===== config.mk =====
export PLATFORM = sky130hd
export DESIGN_NAME = best_fit_partition_allocator
export DESIGN_NICKNAME = d
export VERILOG_FILES = /design/src/rtl/core/bfpa_pkg.sv /design/src/rtl/core/best_fit_partition_allocator.sv /design/src/rtl/core/bfpa_table.sv /design/src/rtl/core/bfpa_ctrl.sv
export SDC_FILE = /design/constraint.sdc
export NUM_CORES = 1
export LEC_CHECK = 0
export BUFFER_PORTS_ARGS = -buffer_cell sky130_fd_sc_hd__buf_2
export CAP_MARGIN = 20
export CORE_ASPECT_RATIO = 2
export CORE_MARGIN = 4
export CORE_UTILIZATION = 67
export CTS_CLUSTER_DIAMETER = 200
export DETAILED_ROUTE_END_ITERATION = 8
export GPL_ROUTABILITY_DRIVEN = 0
export PLACE_DENSITY = 0.85
export SYNTH_ARGS = -nofsm -noshare
export SYNTH_HDL_FRONTEND = slang
export SYNTH_SLANG_ARGS = --single-unit

===== constraint.sdc =====
create_clock -name aclk -period 18 [get_ports aclk]
set_clock_uncertainty 0.2 [all_clocks]
set_input_delay 3.6 -clock aclk [delete_from_list [all_inputs] [get_ports aclk]]
set_output_delay 3.6 -clock aclk [all_outputs]
set_load 0.02 [all_outputs]

===== src/rtl/core/bfpa_pkg.sv =====
package bfpa_pkg;

    localparam int NUM_SLOTS  = 16;
    localparam int ADDR_BITS  = 16;
    localparam int OWNER_BITS = 4;
    localparam int IDX_W      = (NUM_SLOTS > 1) ? $clog2(NUM_SLOTS) : 1;

    // request / result field widths
    localparam int OP_W     = 2;
    localparam int ENTRY_W  = 4;
    localparam int FIELD_W  = 16;
    localparam int REQ_W    = 4;
    localparam int STATUS_W = 2;

    localparam int S_DATA_W = 40;
    localparam int M_DATA_W = 40;

    typedef enum logic [OP_W-1:0] {
        OP_DEFINE  = 2'd0,
        OP_ALLOC   = 2'd1,
        OP_RELEASE = 2'd2,
        OP_NONE    = 2'd3
    } op_t;

    typedef enum logic [STATUS_W-1:0] {
        STAT_OK        = 2'd0,
        STAT_TOO_BIG   = 2'd1,
        STAT_FULL      = 2'd2,
        STAT_NOT_FOUND = 2'd3
    } status_t;

    typedef enum logic [1:0] {
        ST_IDLE,
        ST_SCAN,
        ST_FINISH
    } state_t;

    // one table entry as seen on the read port
    typedef struct packed {
        logic [ADDR_BITS-1:0]  base;
        logic [ADDR_BITS-1:0]  size;
        logic                  taken;
        logic [OWNER_BITS-1:0] owner;
    } tbl_rd_t;

    // table update from the sequencer
    typedef struct packed {
        logic                  define_en;
        logic                  take_en;
        logic                  free_en;
        logic [IDX_W-1:0]      idx;
        logic [ADDR_BITS-1:0]  base;
        logic [ADDR_BITS-1:0]  size;
        logic [OWNER_BITS-1:0] owner;
    } tbl_wr_t;

endpackage


===== src/rtl/core/best_fit_partition_allocator.sv =====
// Channel  | Ports                     | Contents
// ---------+---------------------------+------------------------------------------
// request  | s_tvalid s_tready s_tdata | opcode in tuser, fields in tdata
//          | s_tuser                   |
// result   | m_tvalid m_tready m_tdata | status in tuser, chosen slot in tdata
//          | m_tuser                   |
//
// Allocate scans all NUM_SLOTS slots through one compare unit, one slot per cycle;
// the finish state then writes the result once the output register is free.
// Release stops at the first owned slot; define and unused opcodes skip the scan
// and go straight to the finish state.
// s_tready is high only while the sequencer is idle; a finished result waits in
// the output register, so the next request is accepted while m_tready is low.
// Synchronous active-low reset frees all slots and clears base and size to zero.
module best_fit_partition_allocator (
    input  logic                            aclk,
    input  logic                            aresetn,
    input  logic                            s_tvalid,
    output logic                            s_tready,
    // [3:0] entry_index, [19:4] base_address, [35:20] amount, [39:36] requester
    input  logic [bfpa_pkg::S_DATA_W-1:0]   s_tdata,
    // [1:0] opcode
    input  logic [bfpa_pkg::OP_W-1:0]       s_tuser,
    output logic                            m_tvalid,
    input  logic                            m_tready,
    // [3:0] chosen_index, [19:4] chosen_base, [35:20] chosen_size, [39:36] zero
    output logic [bfpa_pkg::M_DATA_W-1:0]   m_tdata,
    // [1:0] status
    output logic [bfpa_pkg::STATUS_W-1:0]   m_tuser
);
    import bfpa_pkg::*;

    logic [IDX_W-1:0]   rd_idx;
    tbl_rd_t            rd;
    tbl_wr_t            wr;
    logic [ENTRY_W-1:0] res_index;
    logic [FIELD_W-1:0] res_base;
    logic [FIELD_W-1:0] res_size;

    bfpa_table u_table (
        .aclk    (aclk),
        .aresetn (aresetn),
        .rd_idx  (rd_idx),
        .rd      (rd),
        .wr      (wr)
    );

    bfpa_ctrl u_ctrl (
        .aclk       (aclk),
        .aresetn    (aresetn),
        .req_valid  (s_tvalid),
        .req_ready  (s_tready),
        .req_op     (s_tuser),
        .req_entry  (s_tdata[3:0]),
        .req_base   (s_tdata[19:4]),
        .req_amount (s_tdata[35:20]),
        .req_who    (s_tdata[39:36]),
        .res_valid  (m_tvalid),
        .res_ready  (m_tready),
        .res_status (m_tuser),
        .res_index  (res_index),
        .res_base   (res_base),
        .res_size   (res_size),
        .rd_idx     (rd_idx),
        .rd         (rd),
        .wr         (wr)
    );

    assign m_tdata = {4'b0000, res_size, res_base, res_index};

endmodule


===== src/rtl/core/bfpa_table.sv =====
module bfpa_table (
    input  logic                    aclk,
    input  logic                    aresetn,
    input  logic [bfpa_pkg::IDX_W-1:0] rd_idx,
    output bfpa_pkg::tbl_rd_t       rd,
    input  bfpa_pkg::tbl_wr_t       wr
);
    import bfpa_pkg::*;

    logic [ADDR_BITS-1:0]  base_reg  [NUM_SLOTS];
    logic [ADDR_BITS-1:0]  size_reg  [NUM_SLOTS];
    logic [NUM_SLOTS-1:0]  taken_reg;
    logic [OWNER_BITS-1:0] owner_reg [NUM_SLOTS];

    always_ff @(posedge aclk) begin
        if (!aresetn) begin
            for (int i = 0; i < NUM_SLOTS; i++) begin
                base_reg[i] <= '0;
                size_reg[i] <= '0;
            end
            taken_reg <= '0;
        end else begin
            if (wr.define_en) begin
                base_reg[wr.idx]  <= wr.base;
                size_reg[wr.idx]  <= wr.size;
                taken_reg[wr.idx] <= 1'b0;
            end
            if (wr.take_en) begin
                taken_reg[wr.idx] <= 1'b1;
            end
            if (wr.free_en) begin
                taken_reg[wr.idx] <= 1'b0;
            end
        end
    end

    // owner is only read behind a set taken bit, so it needs no reset
    always_ff @(posedge aclk) begin
        if (wr.take_en) begin
            owner_reg[wr.idx] <= wr.owner;
        end
    end

    always_comb begin
        rd.base  = base_reg[rd_idx];
        rd.size  = size_reg[rd_idx];
        rd.taken = taken_reg[rd_idx];
        rd.owner = owner_reg[rd_idx];
    end

endmodule


===== src/rtl/core/bfpa_ctrl.sv =====
module bfpa_ctrl (
    input  logic                          aclk,
    input  logic                          aresetn,
    input  logic                          req_valid,
    output logic                          req_ready,
    input  logic [bfpa_pkg::OP_W-1:0]     req_op,
    input  logic [bfpa_pkg::ENTRY_W-1:0]  req_entry,
    input  logic [bfpa_pkg::FIELD_W-1:0]  req_base,
    input  logic [bfpa_pkg::FIELD_W-1:0]  req_amount,
    input  logic [bfpa_pkg::REQ_W-1:0]    req_who,
    output logic                          res_valid,
    input  logic                          res_ready,
    output logic [bfpa_pkg::STATUS_W-1:0] res_status,
    output logic [bfpa_pkg::ENTRY_W-1:0]  res_index,
    output logic [bfpa_pkg::FIELD_W-1:0]  res_base,
    output logic [bfpa_pkg::FIELD_W-1:0]  res_size,
    output logic [bfpa_pkg::IDX_W-1:0]    rd_idx,
    input  bfpa_pkg::tbl_rd_t             rd,
    output bfpa_pkg::tbl_wr_t             wr
);
    import bfpa_pkg::*;

    state_t                state_reg, state_next;
    logic [OP_W-1:0]       op_reg, op_next;
    logic [ENTRY_W-1:0]    entry_reg, entry_next;
    logic [ADDR_BITS-1:0]  base_reg, base_next;
    logic [ADDR_BITS-1:0]  amount_reg, amount_next;
    logic [OWNER_BITS-1:0] who_reg, who_next;
    logic [IDX_W-1:0]      scan_reg, scan_next;
    logic [IDX_W-1:0]      best_reg, best_next;
    logic [ADDR_BITS-1:0]  best_size_reg, best_size_next;
    logic                  found_reg, found_next;
    logic                  fit_reg, fit_next;

    logic                  out_valid_reg, out_valid_next;
    logic [STATUS_W-1:0]   out_status_reg, out_status_next;
    logic [ENTRY_W-1:0]    out_index_reg, out_index_next;
    logic [FIELD_W-1:0]    out_base_reg, out_base_next;
    logic [FIELD_W-1:0]    out_size_reg, out_size_next;

    logic                  last_slot;
    logic                  fits;
    logic                  better;
    logic                  owner_hit;
    logic                  out_free;
    logic                  entry_ok;

    always_ff @(posedge aclk) begin
        if (!aresetn) begin
            state_reg     <= ST_IDLE;
            out_valid_reg <= 1'b0;
        end else begin
            state_reg     <= state_next;
            out_valid_reg <= out_valid_next;
        end
    end

    always_ff @(posedge aclk) begin
        op_reg         <= op_next;
        entry_reg      <= entry_next;
        base_reg       <= base_next;
        amount_reg     <= amount_next;
        who_reg        <= who_next;
        scan_reg       <= scan_next;
        best_reg       <= best_next;
        best_size_reg  <= best_size_next;
        found_reg      <= found_next;
        fit_reg        <= fit_next;
        out_status_reg <= out_status_next;
        out_index_reg  <= out_index_next;
        out_base_reg   <= out_base_next;
        out_size_reg   <= out_size_next;
    end

    // shared compare unit: one slot per cycle
    assign last_slot = (scan_reg == IDX_W'(NUM_SLOTS - 1));
    assign fits      = (rd.size >= amount_reg);
    assign better    = !rd.taken && fits && (!found_reg || (rd.size < best_size_reg));
    assign owner_hit = rd.taken && (rd.owner == who_reg);
    assign out_free  = !out_valid_reg || res_ready;
    assign entry_ok  = (32'(entry_reg) < 32'(NUM_SLOTS));
    assign rd_idx    = (state_reg == ST_FINISH) ? best_reg : scan_reg;

    always_comb begin
        state_next      = state_reg;
        op_next         = op_reg;
        entry_next      = entry_reg;
        base_next       = base_reg;
        amount_next     = amount_reg;
        who_next        = who_reg;
        scan_next       = scan_reg;
        best_next       = best_reg;
        best_size_next  = best_size_reg;
        found_next      = found_reg;
        fit_next        = fit_reg;
        out_valid_next  = out_valid_reg && !res_ready;
        out_status_next = out_status_reg;
        out_index_next  = out_index_reg;
        out_base_next   = out_base_reg;
        out_size_next   = out_size_reg;
        req_ready       = 1'b0;

        wr           = '0;
        wr.idx       = best_reg;
        wr.owner     = who_reg;
        wr.base      = base_reg;
        wr.size      = amount_reg;

        case (state_reg)
            ST_IDLE: begin
                req_ready = 1'b1;
                if (req_valid) begin
                    op_next     = req_op;
                    entry_next  = req_entry;
                    base_next   = ADDR_BITS'(req_base);
                    amount_next = ADDR_BITS'(req_amount);
                    who_next    = OWNER_BITS'(req_who);
                    scan_next   = '0;
                    best_next   = '0;
                    found_next  = 1'b0;
                    fit_next    = 1'b0;
                    if (req_op == OP_ALLOC || req_op == OP_RELEASE) begin
                        state_next = ST_SCAN;
                    end else begin
                        state_next = ST_FINISH;
                    end
                end
            end
            ST_SCAN: begin
                if (op_reg == OP_ALLOC) begin
                    fit_next = fit_reg || fits;
                    if (better) begin
                        found_next     = 1'b1;
                        best_next      = scan_reg;
                        best_size_next = rd.size;
                    end
                    if (last_slot) begin
                        state_next = ST_FINISH;
                    end
                end else begin
                    // release stops at the first owned slot
                    if (owner_hit) begin
                        found_next = 1'b1;
                        best_next  = scan_reg;
                        state_next = ST_FINISH;
                    end else if (last_slot) begin
                        state_next = ST_FINISH;
                    end
                end
                scan_next = scan_reg + 1'b1;
            end
            ST_FINISH: begin
                if (out_free) begin
                    out_valid_next  = 1'b1;
                    out_status_next = STAT_OK;
                    out_index_next  = '0;
                    out_base_next   = '0;
                    out_size_next   = '0;
                    case (op_reg)
                        OP_DEFINE: begin
                            if (entry_ok) begin
                                wr.define_en   = 1'b1;
                                wr.idx         = IDX_W'(entry_reg);
                                out_index_next = entry_reg;
                                out_base_next  = FIELD_W'(base_reg);
                                out_size_next  = FIELD_W'(amount_reg);
                            end
                        end
                        OP_ALLOC: begin
                            if (!fit_reg) begin
                                out_status_next = STAT_TOO_BIG;
                            end else if (!found_reg) begin
                                out_status_next = STAT_FULL;
                            end else begin
                                wr.take_en     = 1'b1;
                                out_index_next = ENTRY_W'(best_reg);
                                out_base_next  = FIELD_W'(rd.base);
                                out_size_next  = FIELD_W'(rd.size);
                            end
                        end
                        OP_RELEASE: begin
                            if (found_reg) begin
                                wr.free_en     = 1'b1;
                                out_index_next = ENTRY_W'(best_reg);
                                out_base_next  = FIELD_W'(rd.base);
                                out_size_next  = FIELD_W'(rd.size);
                            end else begin
                                out_status_next = STAT_NOT_FOUND;
                            end
                        end
                        default: begin
                        end
                    endcase
                    state_next = ST_IDLE;
                end
            end
            default: begin
                state_next = ST_IDLE;
            end
        endcase
    end

    assign res_valid  = out_valid_reg;
    assign res_status = out_status_reg;
    assign res_index  = out_index_reg;
    assign res_base   = out_base_reg;
    assign res_size   = out_size_reg;

endmodule


==> results of run 1 <==
layer usage:
| metal | vias up | wire [microns] | track usage (%) |
|---|---|---|---|
| met5 | - | 0 | 0 |
| met1 | 9797 | 25200 | 36.6 |
| met3 | 459 | 7500 | 6.10 |
| li1 | 8488 | - | - |
| met4 | 0 | 11000 | 31.8 |
| met2 | 1497 | 43500 | 57.6 |
worst reg2reg max path, cell delays in order (launching register included):
cell	delay (ps)
dfxtp_1	710
nand2b_1	700
a21o_4	830
buf_12	630
mux4_2	710
nand2_1	80
and3_1	390
a31oi_1	220
ha_1	400
a211oi_1	250
o21ai_0	120
a311oi_1	510
o221ai_1	270
nor3_1	380
and3_1	730
cells in the mapped netlist, types with 4 or more instances:
cell type | instances | share of area [%]
edfxtp_1 | 682 | 64
and2_1 | 281 | 5.5
nor3_1 | 244 | 3.8
nand2_1 | 170 | 2.0
mux4_2 | 126 | 8.9
clkbuf_1 | 115 | 1.4
nor2_1 | 63 | 0.74
nand3_1 | 59 | 0.92
o21ai_0 | 41 | 0.64
ha_1 | 36 | 1.4
buf_2 | 33 | 0.52
inv_1 | 31 | 0.36
a31oi_1 | 22 | 0.43
mux2i_1 | 21 | 0.66
a22oi_1 | 20 | 0.47
dfxtp_1 | 19 | 1.2
a211oi_1 | 17 | 0.40
a32oi_1 | 16 | 0.44
and3_1 | 16 | 0.31
nand2_2 | 16 | 0.31
nor2_2 | 16 | 0.31
clkinv_1 | 15 | 0.18
a21boi_0 | 14 | 0.33
o22ai_1 | 14 | 0.27
buf_4 | 13 | 0.31
clkbuf_2 | 12 | 0.19
a21oi_1 | 10 | 0.16
nand2b_1 | 10 | 0.20
o211a_1 | 10 | 0.31
a311oi_1 | 9 | 0.25
buf_6 | 9 | 0.32
nand4_1 | 9 | 0.18
o21ai_4 | 7 | 0.36
a21boi_1 | 6 | 0.14
a21o_1 | 6 | 0.14
buf_1 | 6 | 0.071
o211ai_1 | 4 | 0.094
o21ai_1 | 4 | 0.063
or4_1 | 4 | 0.094
final cells by class:
| class | instances | area share (%) |
|---|---|---|
| clock buffers | 62 | 4.26 |
| multi-input cells | 1322 | 29.5 |
| inverters | 46 | 0.495 |
| repair buffers | 120 | 2.62 |
| well taps | 627 | 2.25 |
| clock inverters | 47 | 1.14 |
| flip-flops and latches | 701 | 59.7 |
| diodes | 6 | 0.0430 |
power groups by stage:
stage | combinational, W | clock [W] | sequential, W
CTS | 0.00129 | 0.00126 | 0.00204
global placement | 0.00125 | 0 | 0.00207
finish | 0.00134 | 0.00127 | 0.00204
detailed placement | 0.00129 | 0 | 0.00207
floorplan | 0.000898 | 0 | 0.00202
global route | 0.00140 | 0.00134 | 0.00205
per-stage QoR:
stage                     utilization (%)  std cells
final                                74.4       2931
after global routing                 74.3       2925
after global placement               69.6       2802
after floorplan                         -       2257
after CTS                            73.8       2913
after detailed placement             69.7       2804
how the worst max path moves through the flow:
| stage | from | to | slack [ps] | depth (start not counted) |
|---|---|---|---|---|
| 6_report | u_ctrl.state_reg[0] | u_ctrl.best_size_reg[4] | 10490 | 14 |
| 5_1_grt | u_ctrl.state_reg[0] | u_ctrl.best_size_reg[13] | 10080 | 14 |
| 4_1_cts | u_ctrl.state_reg[0] | u_ctrl.best_size_reg[4] | 10610 | 14 |
| 3_5_place_dp | m_tready | u_table.base_reg[4][14] | 10230 | 8 |
| 3_3_place_gp | m_tready | u_table.base_reg[4][14] | 10300 | 8 |
| 2_1_floorplan | m_tready | u_table.base_reg[1][0] | 9840 | 8 |
logic make-up after synthesis:
| group | synth area share (%) |
|---|---|
| compound gates | 5.08 |
| xor+xnor | 0.137 |
| fa+ha+maj | 1.41 |
| buf+inv | 3.29 |
| flops | 65.3 |
| mux | 9.69 |
| other cells | 0.0117 |
| simple gates | 15.0 |
==> metrics, run 1 <==
status=finished clean; DRT antenna net count=0; Area Overhead vs Synth=9.35%; Fillers=~2,700; FF-to-FF setup slack=approximately 10,000 ps; Clock transition at path regs=70 ps; R2R depth=14; antenna violations before repair=3; CTS tree=yes; Pleak=12.0 nW; DIE AREA=0.0514 sq mm; Worst Path Required=between 15,000 and 20,000 ps; Detailed Routing Iterations Pass 1=6; Final Cycle Share=41.7%; die boundary height=317 microns; Multi-input gate area=0.0103 sq mm; Post-CTS Repair Setup Buffers=0; slowest stage delay, CP=830 ps; Resized Gates After CTS=0; Buf/Inv on CP=1; Seq cells post-synth=about 700; hold path depth=2; CTS sink cnt=roughly 700; Synth async-reset ratio=0%; Layout Cell Area excl Fill=~0.035 sq mm; f_max=133 MHz; Post-synth EDFFs=682; hold slack final=291 ps; most used cell, CP=and3_1; post-place instance area=0.0327 sq mm; switching pwr=0.00162 W; largest net degree at the start of global routing=97; Tot GR Track Use=around 34%; initial core utilization=68.0%; Max transition margin=25.8%; fin crit period=7510 ps; Sw Share=34.8%; Tot Pwr=0.00465 W; setup_tns=0 ps; hold path start=u_table.taken_reg[1]; most common cell after layout, fill and taps aside=edfxtp_1; Worst Path Max Fanout=96; YS warnings=0; most frequent cells in the layout=682 x edfxtp_1, 280 x and2_1, 243 x nor3_1; CP Cell Sequence=nand2b_1 > a21o_4 > buf_12 > mux4_2 > nand2_1 > and3_1 > a31oi_1 > ha_1 > a211oi_1 > o21ai_0 > a311oi_1 > o221ai_1 > nor3_1 > and3_1; register share of total power=44.0%; vias per cell=just under 7; delay-heaviest family, CP=simple AND/OR/NAND/NOR gates; max-cap violation count=0; Clock Path Buffers=3; Final #Nets=2,331; Final Hold Violating Endpoints=0; CTS root buf=clkbuf_16; VDD IR max=0.100 mV; worst skew pair latency=630 ps; critical path startpoint category=flop; vias in the first global route=20,600; Finish-stage setup viols=0; H-tree Lvls=2; pwr/cell area=133 mW/mm^2; Remaining Overflow, GRT=0; DRT iter0 DRCs=2,687; CP Class=reg2reg; register area share after synthesis=65.3%; Synth Area per Inst=approximately 14 sq um; first-pass GRT wire length=129 mm; Worst EP arrival=around 7600 ps; vias=20,200; clock group share of total power=27.2%; # port buffers=85; Core Area=0.0469 sq mm; drt drc=0; ys flop type=edfxtp_1; Slew @ Worst Pin=~1100 ps; R2R Path Start=u_ctrl.state_reg[0]; CTS Buf Count=58; Worst Setup End Kind=flop; die width=162 microns; unrepaired setup endpoints after global routing=false; IO Pins=90; Cells after Synth=~2,300; Hold Path Class=reg2reg; Post-Syn Area=0.0319 sq mm; share of layout cells above drive strength 1=18.1%; Setup WS pre-CTS=a little over 10,000 ps; worst min-delay path endpoint=u_table.taken_reg[1]; max-slew violations=0; Power Internal=0.00303 W; worst flop-to-flop path endpoint=u_ctrl.best_size_reg[4]; Post-Route WL=slightly below 90 mm; Worst path slowest cell=a21o_4; combinational fraction of design power=28.8%; wire per inst=slightly below 30 microns; Hold Buf Count CTS=0; PnR worst setup slack=10,490 ps; register area=0.0209 sq mm; Synth cell types=69; DP Wirelength=about 57 mm; std cell rows=~110
(Power assumes the default switching activity.)
==> inputs of run 2 (changes only) <==
CORE_UTILIZATION = 56   (was 67)
PLACE_DENSITY = 0.76   (was 0.85)
clock period = 6.9 ns   (was 18 ns; I/O delays follow)
==> run 2 against run 1 <==
  * Routed wire length increased by 0.31%
  * Maximum frequency increased by 34%
  * Largest power group unchanged
  * Flip-flop and latch count unchanged
  * Hold slack got worse by 14 ps
  * Sequential share of layout area decreased by 0.28 points
  * Non-clock buffer count increased by 26
  * Clock power increased to 2.6 times the previous value
  * Via count decreased by 0.46%
  * Die area increased by 19%
==> metrics, run 2 (same netlist as run 1, synthesis figures left out) <==
first-pass GRT wire length=130 mm (+0.81%); Max transition margin=21.0% (-4.8 points); antenna violations before repair=0 (-3); Worst Path Max Fanout=26 (-73%); gr busiest metal=met2; placed instance count=2,962 (+5.6%); slowest stage delay, CP=730 ps (-100 ps); unrepaired setup endpoints after global routing=false; initial core utilization=56.7% (-11 points); CTS sink cnt=701 (unchanged); DP Wirelength=56.3 mm (-0.41%); Hold Buf Count CTS=0 (unchanged); FF-to-FF setup slack=1310 ps (-9180 ps); Final Cycle Share=81.1% (+39 points); Slew @ Worst Pin=1180 ps (+74.7 ps); Worst Setup End Kind=flop; Post-Route WL=87.5 mm (+0.31%); vias in the first global route=20,900 (+1.6%); Fillers=4,134 (+55%); Setup WS pre-CTS=1430 ps (-8800 ps); register area=0.0209 sq mm (unchanged); Resized Gates After CTS=0 (unchanged); most frequent cells in the layout=682 x edfxtp_1, 280 x and2_1, 243 x nor3_1; max-cap violation count=0 (unchanged); Finished Layout Cells=3,073 (+4.8%); Tot Pwr=0.0120 W (+160%); Clock transition at path regs=70 ps (about the same); # port buffers=85 (unchanged); Finish-stage setup viols=0 (unchanged); fin crit period=5590 ps (-1920 ps); CTS tree=yes; met1 usage=33.6% (-3.0 points); Hold Path Class=reg2reg; die boundary height=346 microns (+9.1%); max-slew violations=0 (unchanged); vias per cell=6.56 (-5.1%); die width=177 microns (+8.9%); hold slack final=278 ps (-13.5 ps); CTS Buf Count=58 (unchanged); IO Pins=90 (unchanged); f_max=179 MHz (+34%); PnR worst setup slack=1310 ps (-9180 ps); std cell rows=123 (+9.8%); H-tree Lvls=2 (unchanged); Worst Path Required=6960 ps (-11,100 ps); Worst path slowest cell=and3_1; drt drc=0 (unchanged); worst skew pair latency=630 ps (about the same); most common cell after layout, fill and taps aside=edfxtp_1; Final Hold Violating Endpoints=0 (unchanged); Remaining Overflow, GRT=0 (unchanged); share of layout cells above drive strength 1=18.9% (+0.75 points); setup_tns=0 ps (unchanged); Pleak=12.1 nW (+0.41%); met2 Track Usage GR=49.1% (-8.5 points); Clock Path Buffers=3 (unchanged); Detailed Routing Iterations Pass 1=6 (unchanged); DIE AREA=0.0611 sq mm (+19%); Tot GR Track Use=28.4% (-6.0 points); DRT iter0 DRCs=2,404 (-11%); vias=20,100 (-0.46%); largest net degree at the start of global routing=94 (-3.1%); CTS root buf=clkbuf_16; VDD IR max=0.234 mV (+130%); Area Overhead vs Synth=9.85%; Core Area=0.0563 sq mm (+20%); CP Cell Sequence=and3b_4 > a21o_4 > buf_4 > mux4_2 > nand2_1 > a31oi_1 > ha_1 > a211oi_1 > o21ai_0 > a311oi_1 > o221ai_1 > nor3_1 > and3_1; Multi-input gate area=0.0103 sq mm (unchanged); critical path startpoint category=flop; Final #Nets=2,357 (+1.1%); pwr/cell area=342 mW/mm^2 (+160%); status=finished clean; Worst EP arrival=5650 ps (-1920 ps); n_diodes=0 (-6); DRT antenna net count=0 (unchanged); GRT met3 Usage=3.51% (-2.6 points); Post-CTS Repair Setup Buffers=0 (unchanged); wire per inst=28.5 microns (-4.3%); CP Class=reg2reg
-- run 2: cell count changes in the layout (fill, tap and decap cells not counted), moves of 5 or more --
cell / change
clkbuf_1: +6
buf_4: +35
diode_2: -6
buf_12: -7
buf_16: -5
-- run 2: cell type report --
type,instances,area share [%]
timing repair buffer,146,2.68
inverter,46,0.492
clock buffer,68,4.31
multi-input combinational,1322,29.3
sequential,701,59.5
clock inverter,40,1.07
tap,750,2.68
-- run 2: routing by layer --
metal / wire, microns / share of wire, %
met5: 0 / 0
met2: 45500 / 52
met4: 6120 / 7.0
met3: 6720 / 7.7
met1: 29100 / 33
-- run 2: path summary, 6_finish.rpt --
path,from,end,cells past startpoint
worst max-delay path,u_ctrl.state_reg[1],u_ctrl.best_size_reg[13],13
worst min-delay path,u_table.taken_reg[8],u_table.taken_reg[8],2
worst max register to register,u_ctrl.state_reg[1],u_ctrl.best_size_reg[13],13
worst min register to register,u_table.taken_reg[8],u_table.taken_reg[8],2
-- run 2: per-stage QoR --
stage / util (%) / cell area, sq um
after floorplan: - / 31900
after global placement: 58.9 / 33200
after detailed placement: 58.9 / 33200
after CTS: 62.2 / 35000
after global routing: 62.3 / 35100
final: 62.3 / 35100
-- run 2: power by group --
group / internal, W / total [W] / switching, W
Sequential: 0.00501 / 0.00528 / 0.000274
Combinational: 0.00119 / 0.00340 / 0.00221
Clock: 0.00180 / 0.00333 / 0.00153
Total: 0.00799 / 0.0120 / 0.00402
-- run 2: worst max-delay path: cells and delay by family, from the launching register on --
kind | cells | cell delay, ps
AOI/OAI and AO/OA | 6 | 1750
adders and majority gates | 1 | 440
and+or+nand+nor | 4 | 1330
buffers and inverters | 1 | 350
muxes | 1 | 510
DFF | 1 | 590
